==> src/design/b64_pkg.sv <==
// shared types, constants and character mapping functions for the base64 codec
package b64_pkg;

  localparam int unsigned MAX_RES = 4;
  localparam int unsigned RES_CNT_W = $clog2(MAX_RES + 1);
  localparam int unsigned RES_IDX_W = $clog2(MAX_RES);

  localparam logic [7:0] PAD_CHAR = 8'h3D;   // '='
  localparam logic [0:0] DIR_ENCODE = 1'b0;
  localparam logic [0:0] DIR_DECODE = 1'b1;

  typedef struct packed {
    logic [7:0] out_byte;
    logic       byte_valid;
    logic       out_last;
    logic       bad_char;
  } result_t;

  typedef struct packed {
    result_t [MAX_RES-1:0] res;
    logic [RES_CNT_W-1:0]  cnt;
  } batch_t;

  typedef struct packed {
    logic [15:0] group_bytes;
    logic [1:0]  group_count;
  } enc_state_t;

  typedef struct packed {
    logic [11:0] bit_accum;
    logic [3:0]  bit_count;
    logic        pad_seen;
    logic        error_seen;
  } dec_state_t;

  // 6-bit value to alphabet character
  function automatic logic [7:0] enc_char(input logic [5:0] v);
    logic [7:0] w;
    logic [7:0] ch;
    w = {2'b00, v};
    priority if (v < 6'd26) begin
      ch = w + 8'd65;
    end else if (v < 6'd52) begin
      ch = w + 8'd71;
    end else if (v < 6'd62) begin
      ch = w - 8'd4;
    end else if (v == 6'd62) begin
      ch = 8'h2B;
    end else begin
      ch = 8'h2F;
    end
    return ch;
  endfunction

  // character to {in alphabet, 6-bit value}
  function automatic logic [6:0] dec_sextet(input logic [7:0] c);
    logic [7:0] w;
    logic [6:0] r;
    w = 8'h00;
    priority if (c >= 8'h41 && c <= 8'h5A) begin
      w = c - 8'd65;
      r = {1'b1, w[5:0]};
    end else if (c >= 8'h61 && c <= 8'h7A) begin
      w = c - 8'd71;
      r = {1'b1, w[5:0]};
    end else if (c >= 8'h30 && c <= 8'h39) begin
      w = c + 8'd4;
      r = {1'b1, w[5:0]};
    end else if (c == 8'h2B) begin
      r = {1'b1, 6'd62};
    end else if (c == 8'h2F) begin
      r = {1'b1, 6'd63};
    end else begin
      r = {1'b0, w[5:0]};
    end
    return r;
  endfunction

  function automatic logic is_blank(input logic [7:0] c);
    return (c == 8'h20) || (c == 8'h09) || (c == 8'h0A) ||
           (c == 8'h0B) || (c == 8'h0C) || (c == 8'h0D);
  endfunction

endpackage

==> src/design/base64_codec.sv <==
// base64 codec top level: input register, codec state and configuration
//
// Streaming base64 codec, standard alphabet with '=' padding.
// Input channel: in_valid/in_stall with in_data_byte and in_last; a
// transaction moves on a clock edge where in_valid is high and in_stall low.
// Result channel: out_valid/out_stall with out_byte, out_byte_valid,
// out_last and out_bad_char, same rule.
// Configuration: cfg_valid/cfg_ready with cfg_direction (0 encode, 1 decode);
// cfg_ready is always high, write only while the codec is idle. A write
// clears all stream state.
// An accepted item is held in the input register; its results are then
// loaded into the result buffer and the first is offered the cycle after.
// The result buffer drains one result per cycle while out_stall is low.
// Decode takes one item per cycle while out_stall is low; encode holds the
// two bytes that open a group until the buffer is down to its last character.
// A stalled receiver holds the current result; one more input item is still
// taken into the input register, then in_stall rises.
// Reset (rst_n, synchronous, active low) selects encode and empties all
// stream state and buffers.
module base64_codec import b64_pkg::*; (
  input  logic       clk,
  input  logic       rst_n,
  input  logic       in_valid,
  output logic       in_stall,
  input  logic [7:0] in_data_byte,
  input  logic       in_last,
  output logic       out_valid,
  input  logic       out_stall,
  output logic [7:0] out_byte,
  output logic       out_byte_valid,
  output logic       out_last,
  output logic       out_bad_char,
  input  logic       cfg_valid,
  output logic       cfg_ready,
  input  logic       cfg_direction
);

  logic       in_vld_r, in_vld_nxt;
  logic [7:0] in_byte_r;
  logic       in_last_r;
  logic       dir_r, dir_nxt;
  enc_state_t enc_r, enc_nxt, enc_step;
  dec_state_t dec_r, dec_nxt, dec_step;
  batch_t     enc_batch, dec_batch, batch;
  logic       can_load;
  logic       process;
  logic       accept;
  logic       cfg_wr;

  assign cfg_ready = 1'b1;
  assign cfg_wr    = cfg_valid && cfg_ready;
  assign in_stall  = in_vld_r && !can_load;
  assign accept    = in_valid && !in_stall;
  assign process   = in_vld_r && can_load;

  b64_enc u_enc (
    .data_byte (in_byte_r),
    .last      (in_last_r),
    .st        (enc_r),
    .st_nxt    (enc_step),
    .batch     (enc_batch)
  );

  b64_dec u_dec (
    .data_byte (in_byte_r),
    .last      (in_last_r),
    .st        (dec_r),
    .st_nxt    (dec_step),
    .batch     (dec_batch)
  );

  assign batch = (dir_r == DIR_DECODE) ? dec_batch : enc_batch;

  b64_outbuf u_outbuf (
    .clk            (clk),
    .rst_n          (rst_n),
    .load           (process),
    .batch          (batch),
    .can_load       (can_load),
    .out_valid      (out_valid),
    .out_stall      (out_stall),
    .out_byte       (out_byte),
    .out_byte_valid (out_byte_valid),
    .out_last       (out_last),
    .out_bad_char   (out_bad_char)
  );

  always_comb begin
    in_vld_nxt = in_vld_r;
    if (accept) begin
      in_vld_nxt = 1'b1;
    end else if (process) begin
      in_vld_nxt = 1'b0;
    end

    dir_nxt = dir_r;
    enc_nxt = enc_r;
    dec_nxt = dec_r;
    if (cfg_wr) begin
      dir_nxt = cfg_direction;
      enc_nxt = '0;
      dec_nxt = '0;
    end else if (process) begin
      if (dir_r == DIR_DECODE) begin
        dec_nxt = dec_step;
      end else begin
        enc_nxt = enc_step;
      end
    end
  end

  always_ff @(posedge clk) begin
    if (!rst_n) begin
      in_vld_r <= 1'b0;
      dir_r    <= DIR_ENCODE;
      enc_r    <= '0;
      dec_r    <= '0;
    end else begin
      in_vld_r <= in_vld_nxt;
      dir_r    <= dir_nxt;
      enc_r    <= enc_nxt;
      dec_r    <= dec_nxt;
    end
  end

  always_ff @(posedge clk) begin
    if (accept) begin
      in_byte_r <= in_data_byte;
      in_last_r <= in_last;
    end
  end

`ifndef SYNTH
  a_stream_cleared: assert property (@(posedge clk) disable iff (!rst_n)
    process && in_last_r && !cfg_wr |=>
      enc_r.group_count == 2'd0 && dec_r.bit_count == 4'd0 &&
      !dec_r.pad_seen && !dec_r.error_seen)
    else $error("stream state not cleared after last transaction");

  a_bit_count: assert property (@(posedge clk) disable iff (!rst_n)
    dec_r.bit_count <= 4'd6 && !dec_r.bit_count[0])
    else $error("decode bit count out of range");

  a_group_count: assert property (@(posedge clk) disable iff (!rst_n)
    enc_r.group_count != 2'd3)
    else $error("encode group count out of range");
`endif

endmodule

==> src/design/b64_enc.sv <==
// encode step: gathers bytes into groups of three and forms four characters
module b64_enc import b64_pkg::*; (
  input  logic [7:0] data_byte,
  input  logic       last,
  input  enc_state_t st,
  output enc_state_t st_nxt,
  output batch_t     batch
);

  logic [23:0] n;
  logic [15:0] n16;
  logic [1:0]  have;
  logic        emit;

  always_comb begin
    st_nxt = st;
    n16    = 16'h0000;
    if (st.group_count == 2'd2) begin
      n    = {st.group_bytes, data_byte};
      have = 2'd3;
      emit = 1'b1;
      st_nxt.group_bytes = 16'h0000;
      st_nxt.group_count = 2'd0;
    end else begin
      n16  = (st.group_count == 2'd0) ? {data_byte, 8'h00} : {st.group_bytes[15:8], data_byte};
      n    = {n16, 8'h00};
      have = st.group_count + 2'd1;
      emit = last;
      st_nxt.group_bytes = n16;
      st_nxt.group_count = st.group_count + 2'd1;
    end
    if (last) begin
      st_nxt = '0;
    end
  end

  always_comb begin
    batch.cnt = emit ? RES_CNT_W'(MAX_RES) : '0;
    for (int i = 0; i < MAX_RES; i++) begin
      batch.res[i].out_byte   = (i <= int'(have)) ? enc_char(6'(n >> (18 - 6 * i))) : PAD_CHAR;
      batch.res[i].byte_valid = 1'b1;
      batch.res[i].out_last   = last && (i == MAX_RES - 1);
      batch.res[i].bad_char   = 1'b0;
    end
  end

endmodule

==> src/design/b64_dec.sv <==
// decode step: collects sextets into a 12-bit accumulator and releases bytes
module b64_dec import b64_pkg::*; (
  input  logic [7:0] data_byte,
  input  logic       last,
  input  dec_state_t st,
  output dec_state_t st_nxt,
  output batch_t     batch
);

  logic [6:0]  sx;
  logic [11:0] acc_nxt;
  logic [3:0]  cnt_sum;
  logic [3:0]  cnt_left;
  logic        active;
  logic        take_bits;
  logic        emit_byte;

  always_comb begin
    sx        = dec_sextet(data_byte);
    active    = !st.pad_seen && !st.error_seen && !is_blank(data_byte);
    take_bits = active && (data_byte != PAD_CHAR) && sx[6];
    acc_nxt   = {st.bit_accum[5:0], sx[5:0]};
    cnt_sum   = st.bit_count + 4'd6;
    emit_byte = take_bits && (cnt_sum >= 4'd8);
    cnt_left  = emit_byte ? cnt_sum - 4'd8 : cnt_sum;

    st_nxt = st;
    if (active && data_byte == PAD_CHAR) begin
      st_nxt.pad_seen = 1'b1;
    end else if (active && !sx[6]) begin
      st_nxt.error_seen = 1'b1;
    end else if (take_bits) begin
      st_nxt.bit_accum = acc_nxt;
      st_nxt.bit_count = cnt_left;
    end

    batch = '0;
    if (emit_byte) begin
      batch.cnt                = RES_CNT_W'(1);
      batch.res[0].out_byte    = 8'(acc_nxt >> cnt_left);
      batch.res[0].byte_valid  = 1'b1;
      batch.res[0].out_last    = last;
      batch.res[0].bad_char    = st_nxt.error_seen;
    end else if (last) begin
      // bare end marker
      batch.cnt                = RES_CNT_W'(1);
      batch.res[0].out_last    = 1'b1;
      batch.res[0].bad_char    = st_nxt.error_seen;
    end

    if (last) begin
      st_nxt = '0;
    end
  end

endmodule

==> src/design/b64_outbuf.sv <==
// result buffer: holds one item's results and drains them one per cycle while out_stall is low
module b64_outbuf import b64_pkg::*; (
  input  logic       clk,
  input  logic       rst_n,
  input  logic       load,
  input  batch_t     batch,
  output logic       can_load,
  output logic       out_valid,
  input  logic       out_stall,
  output logic [7:0] out_byte,
  output logic       out_byte_valid,
  output logic       out_last,
  output logic       out_bad_char
);

  result_t [MAX_RES-1:0] res_r;
  logic [RES_CNT_W-1:0]  left_r, left_nxt;
  logic [RES_IDX_W-1:0]  idx_r, idx_nxt;
  logic                  drain;
  result_t               cur;

  assign out_valid = (left_r != '0);
  assign drain     = out_valid && !out_stall;
  assign can_load  = (left_r == '0) || ((left_r == RES_CNT_W'(1)) && !out_stall);

  assign cur            = res_r[idx_r];
  assign out_byte       = cur.out_byte;
  assign out_byte_valid = cur.byte_valid;
  assign out_last       = cur.out_last;
  assign out_bad_char   = cur.bad_char;

  always_comb begin
    left_nxt = left_r;
    idx_nxt  = idx_r;
    if (load && batch.cnt != '0) begin
      left_nxt = batch.cnt;
      idx_nxt  = '0;
    end else if (drain) begin
      left_nxt = left_r - RES_CNT_W'(1);
      idx_nxt  = idx_r + RES_IDX_W'(1);
    end
  end

  always_ff @(posedge clk) begin
    if (!rst_n) begin
      left_r <= '0;
      idx_r  <= '0;
    end else begin
      left_r <= left_nxt;
      idx_r  <= idx_nxt;
    end
  end

  always_ff @(posedge clk) begin
    if (load && batch.cnt != '0) begin
      res_r <= batch.res;
    end
  end

`ifndef SYNTH
  a_left_range: assert property (@(posedge clk) disable iff (!rst_n)
    left_r <= RES_CNT_W'(MAX_RES))
    else $error("result count out of range");

  a_no_overwrite: assert property (@(posedge clk) disable iff (!rst_n)
    load && batch.cnt != '0 |-> (left_r == '0) || (left_r == RES_CNT_W'(1) && drain))
    else $error("results loaded over undelivered results");
`endif

endmodule
==> config.mk <==
export PLATFORM = sky130hd
export DESIGN_NAME = base64_codec
export DESIGN_NICKNAME = d
export VERILOG_FILES = /design/src/design/b64_pkg.sv /design/src/design/base64_codec.sv /design/src/design/b64_enc.sv /design/src/design/b64_dec.sv /design/src/design/b64_outbuf.sv
export SDC_FILE = /design/constraint.sdc
export NUM_CORES = 1
export LEC_CHECK = 0
export BUFFER_PORTS_ARGS = -buffer_cell sky130_fd_sc_hd__buf_2
export CORE_ASPECT_RATIO = 0.9
export CORE_MARGIN = 2
export CORE_UTILIZATION = 50
export DETAILED_ROUTE_END_ITERATION = 7
export GPL_TIMING_DRIVEN = 0
export PLACE_DENSITY = 0.67
export RECOVER_POWER = 50
export SETUP_SLACK_MARGIN = 0.3
export SLEW_MARGIN = 20
export SYNTH_ARGS = -nofsm -noshare
export SYNTH_HDL_FRONTEND = slang
export SYNTH_SLANG_ARGS = --single-unit
==> constraint.sdc <==
create_clock -name clk -period 7.1 [get_ports clk]
set_input_delay 0 -clock clk [delete_from_list [all_inputs] [get_ports clk]]
set_output_delay 0 -clock clk [all_outputs]
set_load 0.01 [all_outputs]
* Yosys cells after proc, flatten, opt, wreduce, memory -nomap -nowiden *
Index checks and enable logic that the tools add are counted.

cells by class
  add/sub/neg operators = 20
  magnitude comparators = 23
  equal/unequal tests = 18
  shifts and indexed selects = 1
  multiplexer cells = 49
  bitwise gates (word level) = 5
  reductions and logical operators = 46

operator list
  operator                                                                             count
  8-bit 2-to-1 mux                                                                     14
  6-bit by 7-bit adder with 8-bit output, second input constant                        8
  6-bit less-than comparator, second input constant                                    8
  8-bit by 4-bit == test with 1-bit output, second input constant                      5
  39-bit 2-to-1 mux                                                                    1
  18-bit 2-to-1 mux                                                                    2
  7-bit 2-to-1 mux                                                                     5
  8-bit by 6-bit == test with 1-bit output, second input constant                      4
  10-bit 2-to-1 mux                                                                    3
  6-bit by 3-bit subtractor with 7-bit output, second input constant                   4
  6-bit == test, second input constant                                                 4
  6-bit by 5-bit less-than comparator with 1-bit output, second input constant         4
  24-bit 2-to-1 mux                                                                    1
  11-bit binary-select mux with 2-bit select                                           1
  3-bit 2-to-1 mux                                                                     7
  8-bit by 7-bit greater-or-equal comparator with 1-bit output, second input constant  2
  8-bit by 7-bit <= comparator with 1-bit output, second input constant                2
  1-bit logical AND                                                                    16
  16-bit 2-to-1 mux                                                                    1
  12-bit 2-to-1 mux                                                                    1
  12-bit by 4-bit >> shifter with 8-bit output                                         1
  11-bit 2-to-1 mux                                                                    1
  5-bit 2-to-1 mux                                                                     2
  2-bit OR reduction                                                                   5
  other kinds (32)                                                                     60

storage, ports and cells
  bits in registers = 90
  bits of input ports = 15
  word-level logic and storage cells = 193

* Logic depth before layout (Yosys ltp) *
  depth in word-level cells = 18
  mapped depth = 16
  mapped depth without buffers = 12

* Hierarchy *
Synthesis repeated with hierarchy kept, for this count alone.

second synthesis, totals
  cells, all modules = 952
  area total of the unflattened synthesis = 8740.9 sq um

modules (own cells, without submodules)
  module        times used  cells an instance  area each (sq um)  seq. area each (sq um)
  base64_codec  1           237                2662.6             1031.0
  b64_enc       1           365                2268.4             0.0
  b64_outbuf    1           101                1959.4             1421.4
  b64_dec       1           249                1850.5             0.0

* Worst setup path after synthesis *
No wires, ideal clock.

  path type = flip-flop to flip-flop
  from = register in_byte_r[0]
  to = register u_outbuf.res_r[0] (netlist bit) (enable)
  data arrival time = 3.251 ns
  data required time = 6.705 ns
  setup slack = 3.454 ns
  cell stages (with the launch flop) = 10
  buffers on the path = 1
  path through = edfxtp_1 -> clkbuf_1 -> inv_1 -> ha_1 -> nor2b_1 -> o2bb2ai_1 -> o21ai_0 -> a211oi_1 -> o21ai_0 -> nand2_1

between the ends
  longest elaborated chain between the ends = 15
  elaborated cells on any way between the ends = 37

RTL lines
  item                                                                                                                  RTL line             source
  start, declared                                                                                                       base64_codec.sv:39   logic [7:0] in_byte_r;
  start signal, assigned                                                                                                base64_codec.sv:128  in_byte_r <= in_data_byte;
  parallel branches: the longest is 9 deep, another holds 8-bit by 6-bit greater-or-equal comparator with 1-bit output  -
  1-bit logical AND (*)                                                                                                 b64_dec.sv:21        take_bits = active && (data_byte != PAD_CHAR) && sx[6];
  1-bit logical AND (*)                                                                                                 b64_dec.sv:24        emit_byte = take_bits && (cnt_sum >= 4'd8);
  5-bit 2-to-1 mux (*)                                                                                                  b64_dec.sv:38        if (emit_byte) begin
  39-bit 2-to-1 mux (*)                                                                                                 base64_codec.sv:72   assign batch = (dir_r == DIR_DECODE) ? dec_batch : enc_batch;
  3-bit nonzero test (*)                                                                                                b64_outbuf.sv:55     if (load && batch.cnt != '0) begin
  1-bit logical AND (*)                                                                                                 b64_outbuf.sv:55
  end signal, assigned                                                                                                  b64_outbuf.sv:56     res_r <= batch.res;
  end, declared                                                                                                         b64_outbuf.sv:16     result_t [MAX_RES-1:0] res_r;

Every way passes the cells marked *.
A chain may end at the register's enable or synchronous reset.

* Worst setup path in the final report *
  from = register in_byte_r[0]
  to = register u_outbuf.res_r[15] (netlist bit) (enable)

The elaborated chain is that of the path after synthesis.

==> results.py <==
metrics = {
    "logic_synthesis": {
        "synth_top_family_by_area": "compound AO/OA/AOI/OAI gates",
        "synth_edf_count": 46,
        "syn_inst": 656,
        "synth_xor_area_share_pct": 1.628,
        "postSynthAreaPerCell_sq_um": 9.022,
        "synthArstFlopShare_pct": 0,
        "ys_seq_area_share_pct": 35.52,
        "synthesis.nets": 716,
        "synth.distinct_cells": 72,
        "synth_mux_area_share_pct": 7.590,
        "synth_top_area_cell": "edfxtp_1",
        "synthAdderAreaFrac_pct": 9.514,
        "yosys.cell_count.top_type": "nand2_1",
        "ys_warn_count": 0,
        "synth_ff_type": "edfxtp_1",
        "synth_area_sq_mm": 0.005918,
        "synth-seq-cells": 82,
        "synth_top_area_share_pct": 23.34,
        "synth_compound_area_share_pct": 22.30,
        "synthSimpleGateAreaFrac_pct": 17.95,
        "synth_commonest_cells": "nand2_1, a21oi_1, edfxtp_1",
        "yosys-top-cells-area": "edfxtp_1, dfxtp_1, ha_1, a21oi_1, nand2_1",
    },
    "clocking": {
        "cts_tree": "done",
        "hold_buffers": 15,
        "cts_buffer_depth": 2,
        "path_clk_slew_ns": 0.07,
        "postCtsResizedCells": 0,
        "cts_made_buffers": 9,
        "clock_latency_ns": 0.36,
        "htree_levels": 3,
        "ctsRootBufferMaster": "clkbuf_16",
        "clock-sinks": 82,
        "post_cts_buffers": 0,
    },
    "place": {
        "placed_area_sq_mm": 0.006251,
        "gp_congestion": 0.9288,
        "dpl.hpwl_mm": 12.18,
        "numPortBuffers": 27,
    },
    "grt": {
        "grtUsageTotal_pct": 26.95,
        "grt_pass1_wl_mm": 26.45,
        "grt_start_max_net_pins": 38,
        "antenna_found_initial": 0,
        "grt_pass1_vias": 4858,
        "overflow": 0,
    },
    "detailed_routing": {
        "drt-wirelength-per-cell_microns": 18.81,
        "via_per_inst": 6.176,
        "via_count": 5373,
        "wl_mm": 16.37,
        "firstDrtPassIters": 5,
        "drt_iter0_drc": 715,
        "ant_nets": 0,
        "drc": 0,
    },
    "outcome": {
        "status": "completed",
    },
    "timing": {
        "tightest_slew_ns": 1.189,
        "max_slew_margin_pct": 19.60,
        "fin_worst_skew_ns": 0.008376,
        "setup_viol": 0,
        "finalSetupTns_ns": 0,
        "rsz0062_at_grt": "false",
        "min_period_ns": 4.440,
        "slew_violations": 0,
        "hold_violations": 0,
        "timing.fmax_mhz": 225.2,
        "period_share_pct": 62.53,
    },
    "setup_path": {
        "crit_arrival_ns": 4.42,
        "crit_path_start_kind": "register",
        "end_kind": "register",
        "cp_max_fo": 37,
        "crit_type": "reg2reg",
        "cp.required_ns": 7.08,
    },
    "layout": {
        "drive_gt1_share_pct": 10.36,
        "synthToLayoutAreaGrowth_pct": 12.49,
        "fillers": 1071,
        "post-route-cell-area_sq_mm": 0.006658,
        "final_nets": 769,
        "diodes": 0,
    },
    "floorplan": {
        "ioPinCount": 29,
        "rows": 37,
        "die_h_microns": 107.2,
        "fp.coreArea_sq_mm": 0.01148,
        "die-area_sq_mm": 0.01272,
        "chipWidth_microns": 118.7,
        "initial_core_util_pct": 51.55,
    },
    "job": {
        "maxCapViolations": 0,
    },
    "power": {
        "p_per_area_mw_per_mm2": 236.3,
        "cellLeakagePower_nw": 2.446,
        "peakVddDrop_mv": 0.2285,
    },
    "min_path": {
        "worstHoldPathType": "in2reg",
    },
}
## through the flow
stage | utilization [%] | total power, mW | setup slack, ns | hold WS [ns] | instances
detailed placement | 54.45 | 1.109 | 2.686 | 0.1781 | 839
floorplan | - | 0.9576 | 3.454 | 0.09887 | 656
global route | 57.99 | 1.658 | 2.308 | 0.2274 | 870
CTS | 58.35 | 1.588 | 2.685 | 0.2024 | 870
global placement | 54.42 | 1.103 | 2.260 | 0.1759 | 839
finish | 57.99 | 1.573 | 2.660 | 0.2190 | 870
## flip-flops by register name, summed over array words and instances, names as in the netlist
register         cells
u_outbuf.left_r      3
u_outbuf.idx_r       2
in_last_r            1
dir_r                1
in_byte_r            8
in_vld_r             1
u_outbuf.res_r      37
dec_r               11
enc_r               18
## area by class of cell
type                       count  area (sq um)  share of cell area, %
multi-input combinational    497          3480                  52.26
tap                          156         195.2                  2.932
sequential                    82          2102                  31.57
inverter                      42         158.9                  2.387
clock buffer                   9         225.2                  3.383
timing repair buffer          42         271.5                  4.078
buffer                        35         152.6                  2.293
clock inverter                 7         72.57                  1.090
## final timing paths
| kind | slack [ns] | endpoint | from | cells past startpoint |
|---|---|---|---|---|
| max | 2.66 | u_outbuf.res_r[15] | in_byte_r[0] | 9 |
| min | 0.22 | dec_r[4] | cfg_valid | 3 |
| max reg2reg | 2.66 | u_outbuf.res_r[15] | in_byte_r[0] | 9 |
| min reg2reg | 0.46 | enc_r[4] | enc_r[4] | 2 |
## kinds of logic after synthesis
logic type      after synthesis
other cells                   1
compound gates              191
fa+ha+maj                    45
mux                          31
xor+xnor                     11
flops                        82
buf+inv                      77
simple gates                218
## report_power, final
part | switching [mW] | internal [mW]
clock network | 0.225 | 0.247
logic | 0.319 | 0.191
registers | 0.0278 | 0.564
total | 0.571 | 1.00
## cell usage in the layout, fill, tap and decap left out, types with 4 or more instances in the layout
cell	netlist	layout
o31ai_1	5	5
inv_1	40	40
xnor2_1	6	6
a21o_1	4	4
a311oi_1	4	4
a21oi_1	58	58
nand2b_1	7	7
nor3_1	17	17
nor4_1	4	4
nand3_1	33	33
xor2_1	5	5
mux2i_1	10	10
buf_2	7	21
o211ai_1	7	7
nor2b_1	8	8
o21ai_0	29	29
and2_1	10	7
a211o_1	4	4
mux4_2	10	10
o2bb2ai_1	4	4
nand2_1	73	72
nor3b_1	8	8
a22oi_1	10	10
mux2_2	11	11
ha_1	45	45
dlygate4sd3_1	0	15
edfxtp_1	46	46
o21a_1	5	5
dfxtp_1	36	36
o311ai_0	4	5
o22ai_1	5	5
clkbuf_16	0	9
a211oi_1	6	6
a31oi_1	7	7
o221ai_1	6	6
a221o_1	4	4
clkbuf_1	22	38
nor2_1	38	38
## worst max-delay path, stage by stage, from the launching register on
cell and delay (ns):
edfxtp_1 0.42, clkbuf_1 0.49, inv_1 0.25, ha_1 0.33
nor2b_1 0.15, o2bb2ai_1 0.51, o21ai_0 0.36, a211oi_1 0.47
o21ai_0 0.33, nand2_2 0.74
## metal layers
metal | part of all wire [%] | GRT usage [%] | vias up
met1 | 46 | 38.96 | 2567
met5 | 0 | 0 | -
met2 | 45 | 42.00 | 230
li1 | - | - | 2546
met4 | 1.6 | 5.867 | 0
met3 | 7.9 | 5.213 | 30
No activity file was read; power rests on OpenSTA's default activity.
